===== config.mk =====
export PLATFORM = sky130hd
export DESIGN_NAME = scat_ctrl
export DESIGN_NICKNAME = d
export VERILOG_FILES = /design/src/sv/scat_pkg.sv /design/src/sv/scat_ctrl.sv
export SDC_FILE = /design/constraint.sdc
export NUM_CORES = 1
export LEC_CHECK = 0
export BUFFER_PORTS_ARGS = -buffer_cell sky130_fd_sc_hd__buf_2
export CORE_UTILIZATION = 45
export CTS_BUF_LIST = sky130_fd_sc_hd__clkbuf_2
export CTS_CLUSTER_DIAMETER = 40
export DETAILED_ROUTE_END_ITERATION = 8
export PLACE_DENSITY = 0.84
export SLEW_MARGIN = 25
export SYNTH_ARGS = -nofsm -noshare
export SYNTH_HDL_FRONTEND = slang
export SYNTH_SLANG_ARGS = --single-unit

===== constraint.sdc =====
create_clock -name i_clk -period 1.6 [get_ports i_clk]
set_input_delay 0.16 -clock i_clk [delete_from_list [all_inputs] [get_ports i_clk]]
set_output_delay 0.16 -clock i_clk [all_outputs]
set_load 0.02 [all_outputs]

===== src/sv/scat_pkg.sv =====
// ----------------------------------------------------------------------------
// scat_pkg
// Shared types and codes for the sorted card access table.
// ----------------------------------------------------------------------------
package scat_pkg;

    typedef enum logic [1:0] {
        OP_LOOKUP = 2'd0,
        OP_INSERT = 2'd1,
        OP_REMOVE = 2'd2,
        OP_READ   = 2'd3
    } t_op;

    localparam logic [2:0] ST_FOUND    = 3'd0;
    localparam logic [2:0] ST_INSERTED = 3'd1;
    localparam logic [2:0] ST_UPDATED  = 3'd2;
    localparam logic [2:0] ST_REMOVED  = 3'd3;
    localparam logic [2:0] ST_ABSENT   = 3'd4;
    localparam logic [2:0] ST_FULL     = 3'd5;
    localparam logic [2:0] ST_BADIDX   = 3'd6;

    localparam int ENTRY_W = 65;

    // controller -> datapath commands
    typedef struct packed {
        logic load;       // capture request
        logic srch_init;  // lo=0, hi=fill
        logic rd_mid;     // memory address = mid
        logic rd_rs;      // memory address = read_slot
        logic step;       // evaluate compare on read data
        logic upd_write;  // write new flag/time at pos
        logic ins_rd;     // read cursor-1 (shift up)
        logic ins_wr;     // write cursor with read data, step down
        logic ins_put;    // write new entry at pos, fill++
        logic rem_rd;     // read cursor+1
        logic rem_wr;     // write cursor with data, step up
        logic rem_done;   // fill--
        logic cap_entry;  // capture read data as reported entry
        logic emit;       // strobe result
        logic [2:0] status;
        logic zero_entry;
        logic zero_slot;
    } t_cmd;

    typedef struct packed {
        logic       srch_done;  // lo >= hi
        logic       hit;
        logic       full;
        logic       rs_ok;
        logic       ins_more;   // cursor > pos
        logic       rem_more;   // cursor+1 < fill
        t_op        op;
    } t_sts;

endpackage


===== src/sv/scat_ctrl.sv =====
// ----------------------------------------------------------------------------
// scat_ctrl
// Sequencer: search, update, shift up, shift down, report.
// ----------------------------------------------------------------------------
module scat_ctrl (
    input  logic            i_clk,
    input  logic            i_rst_n,
    input  logic            i_start,
    output logic            o_busy,
    output scat_pkg::t_cmd  o_cmd,
    input  scat_pkg::t_sts  i_sts
);
    typedef enum logic [10:0] {
        S_IDLE  = 11'b00000000001,
        S_DISP  = 11'b00000000010,
        S_SRD   = 11'b00000000100,
        S_SCMP  = 11'b00000001000,
        S_DEC   = 11'b00000010000,
        S_ERD   = 11'b00000100000,
        S_ECAP  = 11'b00001000000,
        S_IRD   = 11'b00010000000,
        S_IWR   = 11'b00100000000,
        S_MRD   = 11'b01000000000,
        S_MWR   = 11'b10000000000
    } t_state;

    t_state r_state, n_state;

    always_ff @(posedge i_clk) begin
        if (!i_rst_n) r_state <= S_IDLE;
        else          r_state <= n_state;
    end

    assign o_busy = (r_state != S_IDLE);

    always_comb begin
        n_state = r_state;
        o_cmd   = '0;
        case (r_state)
            S_IDLE: begin
                if (i_start) begin
                    o_cmd.load = 1'b1;
                    n_state = S_DISP;
                end
            end
            S_DISP: begin
                o_cmd.srch_init = 1'b1;
                n_state = (i_sts.op == scat_pkg::OP_READ) ? S_ERD : S_SRD;
            end
            S_SRD: begin
                if (i_sts.srch_done) n_state = S_DEC;
                else begin
                    o_cmd.rd_mid = 1'b1;
                    n_state = S_SCMP;
                end
            end
            S_SCMP: begin
                o_cmd.step = 1'b1;   // hold address on mid for this compare
                n_state = S_SRD;
            end
            S_DEC: begin
                case (i_sts.op)
                    scat_pkg::OP_LOOKUP, scat_pkg::OP_REMOVE: begin
                        if (i_sts.hit) begin
                            n_state = S_ERD;
                        end else begin
                            o_cmd.emit = 1'b1; o_cmd.status = scat_pkg::ST_ABSENT;
                            o_cmd.zero_entry = 1'b1; o_cmd.zero_slot = 1'b1;
                            n_state = S_IDLE;
                        end
                    end
                    scat_pkg::OP_INSERT: begin
                        if (i_sts.hit) begin
                            o_cmd.upd_write = 1'b1; o_cmd.emit = 1'b1;
                            o_cmd.status = scat_pkg::ST_UPDATED;
                            n_state = S_IDLE;
                        end else if (i_sts.full) begin
                            o_cmd.emit = 1'b1; o_cmd.status = scat_pkg::ST_FULL;
                            o_cmd.zero_entry = 1'b1; o_cmd.zero_slot = 1'b1;
                            n_state = S_IDLE;
                        end else begin
                            n_state = S_IRD;
                        end
                    end
                    default: n_state = S_IDLE;
                endcase
            end
            S_ERD: begin
                if (i_sts.op == scat_pkg::OP_READ && !i_sts.rs_ok) begin
                    o_cmd.emit = 1'b1; o_cmd.status = scat_pkg::ST_BADIDX;
                    o_cmd.zero_entry = 1'b1;
                    n_state = S_IDLE;
                end else begin
                    o_cmd.rd_rs = (i_sts.op == scat_pkg::OP_READ);
                    n_state = S_ECAP;
                end
            end
            S_ECAP: begin
                o_cmd.cap_entry = 1'b1;  // also sets cursor = pos
                if (i_sts.op == scat_pkg::OP_READ) begin
                    o_cmd.emit = 1'b1; o_cmd.status = scat_pkg::ST_FOUND;
                    n_state = S_IDLE;
                end else if (i_sts.op == scat_pkg::OP_LOOKUP) begin
                    o_cmd.emit = 1'b1; o_cmd.status = scat_pkg::ST_FOUND;
                    n_state = S_IDLE;
                end else begin
                    n_state = S_MRD;
                end
            end
            S_IRD: begin
                if (i_sts.ins_more) begin
                    o_cmd.ins_rd = 1'b1;
                    n_state = S_IWR;
                end else begin
                    o_cmd.ins_put = 1'b1; o_cmd.emit = 1'b1;
                    o_cmd.status = scat_pkg::ST_INSERTED;
                    n_state = S_IDLE;
                end
            end
            S_IWR: begin
                o_cmd.ins_wr = 1'b1;
                n_state = S_IRD;
            end
            S_MRD: begin
                if (i_sts.rem_more) begin
                    o_cmd.rem_rd = 1'b1;
                    n_state = S_MWR;
                end else begin
                    o_cmd.rem_done = 1'b1; o_cmd.emit = 1'b1;
                    o_cmd.status = scat_pkg::ST_REMOVED;
                    n_state = S_IDLE;
                end
            end
            S_MWR: begin
                o_cmd.rem_wr = 1'b1;
                n_state = S_MRD;
            end
            default: n_state = S_IDLE;
        endcase
    end
endmodule


==> results of run 1 <==
==> logic make-up after synthesis <==
kind of cell               count (synthesis)
AOI/OAI and AO/OA                         24
xor gates and xnor gates                   3
adders and majority gates                  5
buffers and inverters                     12
DFF                                       11
and+or+nand+nor                           72
==> metrics by stage <==
stage	TNS, ns	utilization [%]	worst slack [ns]	hold WS, ns
floorplan	-0.757	-	-0.206	0.239
global placement	-0.487	73.7	-0.100	0.387
detailed placement	-1.18	73.7	-0.172	0.393
CTS	-6.08	94.0	-0.344	0.0638
==> timing repair <==
action | CTS
hold endpoints to repair | 0
buffers inserted | 18
endpoints found under the setup margin | 28
gates resized for setup | 81
pin swaps | 17
==> results_dict.tcl, run 1 <==
set metrics [dict create \
    ys_top_cells_by_area "dfxtp_1, nor2_1, ha_1" \
    synth_largest_type_area_fraction_pct 21.6 \
    ys_seq_area_share_pct 21.6 \
    placed_cells_incl_taps 215 \
    mappedNetlistNets 143 \
    synth-compound-area-share_pct 18.8 \
    outcome.stop_stage "5_1_grt" \
    dominantRegCellSynth "dfxtp_1" \
    placementRows 16 \
    initial_standard_cell_utilization_of_the_core_pct 50.0 \
    synth_adder_area_share_pct 6.13 \
    error_line "[ERROR DPL-0038] Utilization greater than 100%, impossible to legalize" \
    synth.top_cells.by_count "nor2_1, dfxtp_1, inv_1, nor3_1, nand2_1" \
    root_buffer "clkbuf_2" \
    synthSimpleGateAreaFrac_pct 44.4 \
    boundaryPins 31 \
    timing.repair.worst_endpoint_type "primary output" \
    dieHeight_um 49.6 \
    die_w_um 49.6 \
    synthesis_stage_register_bit_count 11 \
    grt_repair_worst_endpoint "o_cmd[5]" \
    number_of_levels_in_the_clock_h_tree 1 \
    combinational_family_with_the_most_area_after_synthesis "simple AND/OR/NAND/NOR gates" \
    cts_buffer_depth 2 \
    synthMostInstantiatedCell "nor2_1" \
    yosysTopAreaCell "dfxtp_1" \
    cts_hold_buffers 0 \
    synthesis.area_um2 1020 \
    outcome "stopped before the end" \
    synth-xor-area-share_pct 2.57 \
    postSynthAreaPerCell_um2 8.04 \
    tritoncts_buffers 3 \
    finalWeightedCongestion 0.907 \
    pin_count_of_the_biggest_net_entering_global_routing 9 \
    multiplexer_share_of_the_synthesized_area_pct 0 \
    synth-edff-count 0 \
    postSynth.asyncResetShare_pct 0 \
    postPlaceCellArea_um2 1510 \
    buffer_ports.inserted 30 \
    postSynthCellCount 127 \
    synthDistinctLibCells 47 \
    dp_hpwl_um 2670 \
    clkSinkCount 11 \
    yosysWarningCount 0 \
]
==> run 2, diff against run 1 <==
- CORE_AREA: default -> 2 2 63 65
- CORE_UTILIZATION: 45 -> default
- CTS_BUF_LIST: sky130_fd_sc_hd__clkbuf_2 -> default
- CTS_CLUSTER_DIAMETER: 40 -> default
- DIE_AREA: default -> 0 0 65 67
- PLACE_DENSITY: 0.84 -> default
- PLACE_DENSITY_LB_ADDON: default -> 0.15
- clock period: 1.6 -> 2.1 ns (I/O delays scaled with it)
==> results_dict.tcl, run 2 <==
set metrics [dict create \
    placement.setup.worst_slack_ns 0.155 \
    pin_count_of_the_biggest_net_entering_global_routing 10 \
    postSynthCellCount 127 \
    clock_latency_ns 0.25 \
    max_cap_violations 0 \
    final_count_of_pins_violating_max_slew 0 \
    mappedNetlistNets 143 \
    ys_top_cells_by_area "dfxtp_1, nor2_1, ha_1" \
    floorplan.die_area_um2 4360 \
    p_total_mw 0.614 \
    layout-area-overhead-vs-synth_pct 40.8 \
    synthesis.area_um2 1020 \
    filler_cell_count 376 \
    synthSimpleGateAreaFrac_pct 44.4 \
    grt_first_pass_wirelength_um 4830 \
    timing.final.setup_violations 0 \
    synth-compound-area-share_pct 18.8 \
    boundaryPins 31 \
    timing.clock.skew_ns 0.00240 \
    cts_hold_buffers 0 \
    hold-worst-slack_ns 0.171 \
    seq_area_um2 241 \
    synth_largest_type_area_fraction_pct 21.6 \
    layout_commonest_cell "buf_2" \
    remaining_global_route_overflow 0 \
    viasPerCell 5.21 \
    clkSlewWorstSetupHoldPaths_ns 0.06 \
    sw_frac_of_total_pct 32.7 \
    cts_buffer_depth 2 \
    worstPathArrival_ns 1.85 \
    cts_tree "built" \
    dr_total_vias 1136 \
    share_seq_of_total_power_pct 36.5 \
    fin_cells 218 \
    yosysTopAreaCell "dfxtp_1" \
    p_sw_mw 0.200 \
    placed_cells_incl_taps 209 \
    endpoint_kind "output pin" \
    dieHeight_um 67 \
    largest_register_ffs 11 \
    setup_slack_ns 0.0437 \
    largest_registers "r_state: 11 flops" \
    registers.top_by_ff_count "r_state" \
    dp_hpwl_um 2300 \
    post_route_cells_drive_above_1_share_pct 45.3 \
    setup.worst_path.class "flip-flop to output pin" \
    critical_path.top_delay_family "simple AND/OR/NAND/NOR gates" \
    multiplexer_share_of_the_synthesized_area_pct 0 \
    postSynth.asyncResetShare_pct 0 \
    timing.final.crit_share_pct 97.9 \
    finalWeightedCongestion 0.901 \
    area_occupied_by_multi_input_gates_um2 800 \
    final.setup.tns_ns 0 \
    synth_adder_area_share_pct 6.13 \
    dominantRegCellSynth "dfxtp_1" \
    crit_required_ns 1.89 \
    fin_crit_ns 2.06 \
    clkSinkCount 11 \
    synth.top_cells.by_count "nor2_1, dfxtp_1, inv_1, nor3_1, nand2_1" \
    hold_class "primary input to flip-flop" \
    postSynthAreaPerCell_um2 8.04 \
    crit_chain "nor4_4 -> buf_4 -> buf_4 -> and3_2 -> and2_1 -> or3_1 -> buf_2" \
    fp.coreArea_um2 3610 \
    initial_standard_cell_utilization_of_the_core_pct 28.3 \
    portion_of_total_power_attributed_to_the_clock_network_pct 37.7 \
    wl_per_cell_um 13.8 \
    p_leak_nw 0.669 \
    synth-xor-area-share_pct 2.57 \
    combinational_family_with_the_most_area_after_synthesis "simple AND/OR/NAND/NOR gates" \
    antenna_cells 0 \
    drt_pass1_iterations 4 \
    outcome "completed" \
    tritoncts_buffers 3 \
    synthMostInstantiatedCell "nor2_1" \
    initial_antenna_violation_count 0 \
    p_int_mw 0.413 \
    grt_usage_pct 14.7 \
    worst-path-buf-inv 3 \
    placementRows 22 \
    grt_setup_unrepaired "true" \
    critical-path-top-cell-by-count "buf_4" \
    route.final.wire_length_um 3000 \
    root_buffer "clkbuf_8" \
    layout_common_cells "buf_2, nor2_1, buf_4" \
    detailedRoute.firstIterationViolations 63 \
    irDropWorstVdd_mv 0.135 \
    critical_path.max_stage_delay_ns 0.39 \
    synth-edff-count 0 \
    finalHoldViolCount 0 \
    cp_max_fo 7 \
    worst_pin_slew_ns 0.586 \
    comb_power_share_pct 25.7 \
    number_of_levels_in_the_clock_h_tree 1 \
    synthDistinctLibCells 47 \
    synthesis_stage_register_bit_count 11 \
    crit_path_top_delay_cell "dfxtp_4" \
    ys_seq_area_share_pct 21.6 \
    die_w_um 65 \
    ant_nets 0 \
    pwr_density_cell_nw_per_um2 427 \
    route.detailed.drc 0 \
    grt_pass1_vias 1055 \
    buffer_ports.inserted 30 \
    critical_path.startpoint_type "flip-flop" \
    fin_nets 187 \
    fmax_ghz 0.486 \
    max_slew_margin_pct 60.4 \
    yosysWarningCount 0 \
]
run 2: what timing repair did:
item | 4_1_cts | 5_1_grt
gates resized for setup | 11 | 19
setup endpoints to repair | 7 | 5
endpoints found under the hold margin | 0 | 0
buffers inserted | 1 | 4
pin swaps | 0 | 5
run 2: area by class of cell:
class	instances	area share, %
repair buffers	43	18.1
flip-flops and latches	11	16.8
clock inverters	1	0.348
well taps	48	4.18
inverters	8	2.09
clock buffers	3	2.87
multi-input cells	104	55.6
run 2: worst register-to-register path, delay by kind of cell, from the launching register on:
family | cells | cell delay (ns)
compound gates | 1 | 0.13
flops | 1 | 0.36
buf+inv | 3 | 0.50
simple gates | 3 | 0.90
run 2: power groups by stage:
stage	clock network, mW	registers, mW	logic, mW
after floorplan	0	0.227	0.0904
after global placement	0	0.228	0.146
after detailed placement	0	0.229	0.144
after CTS	0.236	0.226	0.154
after global routing	0.240	0.226	0.172
final	0.232	0.224	0.158
run 2: metrics by stage:
step	instance area [um2]	util, %
after global placement	1250	34.8
after CTS	1350	37.3
after detailed placement	1250	34.8
final	1440	39.9
after floorplan	1020	-
after global routing	1440	39.9
run 2: routing by layer:
metal / part of all wire, % / GRT usage [%] / routed length [um]
met1: 43 / 18.4 / 1300
met2: 49 / 24.1 / 1460
met4: 2.2 / 7.98 / 65
met5: 0 / 0 / 0
met3: 6.0 / 2.20 / 179
run 2: logic make-up after synthesis:
| group | after synthesis |
|---|---|
| simple gates | 72 |
| compound gates | 24 |
| buf+inv | 12 |
| flops | 11 |
| fa+ha+maj | 5 |
| xor+xnor | 3 |
run 2: worst paths after layout:
kind	depth (start not counted)	slack, ns	start	end
max	7	0.04	r_state[2]	o_cmd[2]
min	2	0.17	i_sts[7]	r_state[3]
max reg2reg	7	0.14	r_state[0]	r_state[5]
min reg2reg	2	0.58	r_state[1]	r_state[1]
(Power assumes the default switching activity.)
